File: config.mk
export PLATFORM = sky130hd
export DESIGN_NAME = twrs_ctrl
export DESIGN_NICKNAME = d
export VERILOG_FILES = /design/src/rtl/core/twrs_pkg.sv /design/src/rtl/core/twrs_ctrl.sv
export SDC_FILE = /design/constraint.sdc
export NUM_CORES = 1
export LEC_CHECK = 0
export BUFFER_PORTS_ARGS = -buffer_cell sky130_fd_sc_hd__buf_2
export CORE_AREA = 2 2 39 41
export DETAILED_ROUTE_END_ITERATION = 6
export DIE_AREA = 0 0 41 43
export PLACE_DENSITY_LB_ADDON = 0.08
export SLEW_MARGIN = 40
export SYNTH_ARGS = -nofsm -noshare
export SYNTH_HDL_FRONTEND = slang
export SYNTH_SLANG_ARGS = --single-unit
File: constraint.sdc
create_clock -name i_clk -period 1.45 [get_ports i_clk]
set_clock_uncertainty 0.15 [all_clocks]
set_input_delay 0.2175 -clock i_clk [delete_from_list [all_inputs] [get_ports i_clk]]
set_output_delay 0.2175 -clock i_clk [all_outputs]
set_load 0.005 [all_outputs]
File: src/rtl/core/twrs_pkg.sv
`default_nettype none

package twrs_pkg;

    localparam int DEF_WRITE_ENTRIES = 16;
    localparam int DEF_READ_ENTRIES  = 32;
    localparam int DEF_ADDR_BITS     = 32;

    typedef enum logic [2:0] {
        CMD_WRITE  = 3'd0,
        CMD_READ   = 3'd1,
        CMD_QUERY  = 3'd2,
        CMD_COMMIT = 3'd3,
        CMD_CLEAR  = 3'd4
    } t_cmd;

    localparam logic [2:0] FLT_NONE     = 3'd0;
    localparam logic [2:0] FLT_WB_FULL  = 3'd1;
    localparam logic [2:0] FLT_RS_FULL  = 3'd2;
    localparam logic [2:0] FLT_BAD_SIZE = 3'd3;
    localparam logic [2:0] FLT_HI_MISS  = 3'd4;

    localparam logic [3:0] SIZE_1 = 4'd1;
    localparam logic [3:0] SIZE_2 = 4'd2;
    localparam logic [3:0] SIZE_4 = 4'd4;
    localparam logic [3:0] SIZE_8 = 4'd8;

    // controller to datapath
    typedef struct packed {
        logic latch;
        logic exec;
        logic scan_step;
        logic emit;
    } t_dp_cmd;

    // datapath to controller
    typedef struct packed {
        logic is_commit;
        logic buf_empty;
        logic scan_end;
        logic last_word;
    } t_dp_status;

endpackage

`default_nettype wire

File: src/rtl/core/twrs_ctrl.sv
`default_nettype none

module twrs_ctrl (
    input  wire                   i_clk,
    input  wire                   i_rst_n,
    input  wire                   i_start,
    input  twrs_pkg::t_dp_status  i_status,
    output twrs_pkg::t_dp_cmd     o_cmd,
    output logic                  o_busy
);

    typedef enum logic [1:0] {
        ST_IDLE,
        ST_EXEC,
        ST_SCAN,
        ST_EMIT
    } t_state;

    t_state r_state;
    t_state n_state;
    logic   r_busy;

    always_comb begin
        n_state         = r_state;
        o_cmd           = '0;
        unique case (r_state)
            ST_IDLE: begin
                if (i_start) begin
                    o_cmd.latch = 1'b1;
                    n_state     = ST_EXEC;
                end
            end
            ST_EXEC: begin
                o_cmd.exec = 1'b1;
                if (i_status.is_commit && !i_status.buf_empty) begin
                    n_state = ST_SCAN;
                end else begin
                    n_state = ST_IDLE;
                end
            end
            ST_SCAN: begin
                o_cmd.scan_step = 1'b1;
                if (i_status.scan_end) begin
                    n_state = ST_EMIT;
                end
            end
            ST_EMIT: begin
                o_cmd.emit = 1'b1;
                n_state    = i_status.last_word ? ST_IDLE : ST_SCAN;
            end
            default: n_state = ST_IDLE;
        endcase
    end

    always_ff @(posedge i_clk) begin
        if (!i_rst_n) begin
            r_state <= ST_IDLE;
            r_busy  <= 1'b0;
        end else begin
            r_state <= n_state;
            r_busy  <= (n_state != ST_IDLE);
        end
    end

    assign o_busy = r_busy;

endmodule

`default_nettype wire

; ---- Yosys cells after proc, flatten, opt, wreduce, memory -nomap -nowiden
; Cells that the tools add are included.
; W data, S select, Z words.
[totals]
input_bits = 7
word_cells = 19
output_inout_bits = 5
reg_bits = 3
[op_classes]
n_reduce_logical = 4
eq_ne = 3
muxes = 10
[ops]
columns = operator, n
row1 = $mux W2, 4
row2 = $pmux W2 S4, 1
row3 = $mux W1, 5
row4 = $eq A2 B2 Y1 const B, 2
row5 = $eq A2 B1 Y1 const B, 1
row6 = $logic_not A2 Y1, 1
row7 = $reduce_bool A2 Y1, 1
row8 = $logic_and A1 B1 Y1, 1
row9 = $logic_not A1 Y1, 1

; ---- Depth between registers and ports, before layout
[depth]
depth_word = 5
depth_mapped = 3
mapped_depth_nobuf = 3

; ---- Worst setup path before layout
; OpenSTA, ideal clock, no wires.
[synth_timing]
path_type = reg-to-reg
start = register r_state[0]
end = register r_busy (netlist: o_busy)
period_less_slack_ns = 1.179
path_buffers = 0
path_stages_with_launch = 4
t_arrival_ns = 0.909
setup_slack_ns = 0.271
path_cell_list = dfxtp_1 -> and3b_1 -> o211a_1 -> or2_1
[synth_between]
elab_chain_cells = 3
elab_cells_between_ends = 8
classes_between = eq/ne (3) / mux (3) / reduce/logical (2)
[synth_rtl]
columns = item, line_no
row1 = start: declaration, twrs_ctrl.sv:19  ; t_state r_state;
row2 = start signal: assignment, twrs_ctrl.sv:60  ; r_state <= n_state;
row3 = $eq A2 B2 Y1 (tied with other cells), twrs_ctrl.sv:26  ; unique case (r_state)
row4 = $pmux W2 S4 *, twrs_ctrl.sv:26
row5 = $reduce_bool A2 Y1 *, twrs_ctrl.sv:61  ; r_busy <= (n_state != ST_IDLE);
row6 = end signal: assignment, twrs_ctrl.sv:61
row7 = end: declaration, twrs_ctrl.sv:21  ; logic r_busy;
; Every way passes the cells marked *; elsewhere a longest branch is shown, timed or not.
; A chain may end at the register's enable or synchronous reset.

==> summary.md <==
| Metric | Value |
|---|---|
| Status | finished, final reports clean |
| Syn_area_per_cell | 11.0 µm² |
| GRT Residual Overflow | 0 |
| P&R area growth vs syn | 71.1% |
| IO Count | 12 |
| Post-route ant nets | 0 |
| Worst r2r dst | o_busy |
| CP max stage delay | 0.42 ns |
| CTS max path bufs | 2 |
| Core area | 1380 µm² |
| Synth Instances | 13 |
| Final nets | 36 |
| Final core utilization | 0.176 |
| YS warnings | 0 |
| Endpoints failing setup | 0 |
| Leak | 0.136 nW |
| P per Cell Area | 1090 nW/µm² |
| Clk root buf | clkbuf_4 |
| Peak VDD IR | 0.000316 V |
| CP startpoint | r_state[0] |
| Row count | 14 |
| Reg clk slew, reported paths | 0.04 ns |
| Crit path time final | 1.37 ns |
| Layout cells sized above 1 | 0.607 |
| Crit Path Class | flop to primary output |
| Hold Path Stages | 2 |
| Area of the die | 1760 µm² |
| WHS Endpoint | r_state[1] |
| # hold bufs at CTS | 0 |
| GRT Total Usage | 0.0572 |
| CTS Buf Count | 3 |
| Routability cong. | 0.584 |
| Die height | 43 µm |
| H-tree depth | 1 |
| Data required time of the critical path | 1.08 ns |
| Routed WL | 358 µm |
| Setup TNS | 0 ns |
| Yosys cell types | 11 |
| Filler cell count | 165 |
| F_max | 728 MHz |
| #FFs+latches synth | 3 |
| CTS-repair resized insts | 0 |
| WHS | 0.0976 ns |
| Fraction of synthesized area in multiplexers | 0.0702 |
| Post-synthesis adder-cell area fraction | 0 |
| Synth top area cells | dfxtp_1 42%, nor3b_2 8.8%, mux2i_1 7.0% |
| Antenna violations before repair | 0 |
| Global-route wire length before repair | 586 µm |
| Critical-path top delay cell | dfxtp_1 |
| Syn nets | 20 |
| RSZ-0062 raised after global routing | no |
| Register area share after synthesis | 0.421 |
| Max transition margin | 0.841 |
| CP endpoint kind | primary output |
| Final Max Tran Viols | 0 |
| Synth Cell Area | 143 µm² |
| Post-synthesis simple-gate area fraction | 0.439 |
| Biggest area consumer among synthesized cells | dfxtp_1 |
| Antenna diode instance count | 0 |
| Final worst path period share | 0.948 |
| Largest net degree at the start of global routing | 8 |
| Arrival @ worst endpoint | 1.01 ns |
| Max-cap violations | 0 |
| Final hold vios | 0 |
| Initial Utilization | 0.103 |
| Critical-path cell list | and2b_2 > buf_2 |
| HP Start | i_rst_n |
| Post-CTS setup repair buffer count | 0 |
| Wire per inst | 8.14 µm |
| TritonCTS clock tree | done |
| First-pass DRT Iterations | 2 |
| Startpoint types | flop |
| Largest family of logic cells by synthesized area | simple AND/OR/NAND/NOR gates |
| Total Power | 0.267 mW |
| Dpl cells | 40 |
| Final cell count without fillers | 44 |
| FF-to-FF Start | r_state[1] |
| Hold Path Class | primary input to flop |
| Xor-xnor portion of the synthesized cell area | 0 |
| Violation count after the first detailed-route iteration | 1 |
| Die W | 41 µm |
| Worst-Margin Slew | 0.239 ns |
| Port bufs | 11 |
| Clock Latency Late Sink | 0.23 ns |
| Remaining DRCs | 0 |
| Vias in the first global route | 166 |
| Vias/cell | 3.45 |
| Maximum fanout along the worst path | 7 |
| Reg2Reg Setup Slack | 0.20 ns |
| Synth Area in Compound Gates | 0.0702 |
| DR vias | 152 |
| Clock Sinks | 3 |
| Top-area cell type share of the netlist area | 0.421 |
| Worst-case reg-to-reg path depth | 3 |
-- area by class of cell --
class	count	area [µm²]	share of cell area
sequential	3	60.1	0.246
clock buffer	4	26.3	0.108
tap	16	20.0	0.0821
timing repair buffer	11	55.1	0.226
multi-input combinational	10	82.6	0.338
-- report_power, final --
group | switching (mW) | leakage (nW) | internal (mW)
registers | 0.00530 | 0.0247 | 0.0882
clock network | 0.0424 | 0.0150 | 0.103
logic | 0.00962 | 0.0960 | 0.0183
-- logic make-up (layout without fill, tap and decap cells) --
family                 after synthesis  in the layout
muxes                                1              1
buffers and inverters                0             15
and+or+nand+nor                      8              8
DFF                                  3              3
AOI/OAI and AO/OA                    1              1
-- synth_stat cells --
master,count
and3b_1,1
mux2i_1,1
dfxtp_1,3
nor3b_1,1
nor2b_1,1
nand3_1,1
nor3b_2,1
o211a_1,1
and2_2,1
or2_1,1
and2b_2,1
-- worst max-delay path: cells and delay by family (launching register included) --
kind	cells	cell delay, ns
flip-flops	1	0.42
buffers and inverters	1	0.12
AND/OR/NAND/NOR	1	0.24
-- metrics by stage --
| step | instance area [µm²] | worst slack, ns |
|---|---|---|
| final | 244 | 0.0761 |
| after global placement | 218 | 0.206 |
| after detailed placement | 218 | 0.175 |
| after floorplan | 143 | 0.271 |
| after global routing | 244 | 0.00954 |
| after CTS | 244 | 0.0584 |
-- metal layers --
metal | up-vias | routed length, µm | GRT usage
met5 | - | 0 | 0
met4 | 0 | 0 | 0.0600
met3 | 0 | 59 | 0.0628
met2 | 10 | 164 | 0.0813
met1 | 67 | 134 | 0.0321
li1 | 75 | - | -
-- cells in the final DEF (no fill, tap or decap) --
cell type / count
and2b_2: 1
nor2b_1: 1
clkbuf_4: 3
nor3b_1: 1
or2_1: 1
buf_2: 11
clkbuf_1: 1
o211a_1: 1
mux2i_1: 1
dfxtp_1: 3
and2_2: 1
and3b_1: 1
nor3b_2: 1
nand3_1: 1
-- registers in the layout (all words and copies together) (netlist names) --
name / count
o_busy: 1
r_state: 2
-- worst max path at each step --
stage / endpoint / cells past startpoint
finish: o_cmd[1] / 2
global route: o_cmd[1] / 2
CTS: o_cmd[1] / 2
detailed placement: o_busy / 3
global placement: o_busy / 3
floorplan: o_busy / 3
Power figures use the tool's default switching activity.
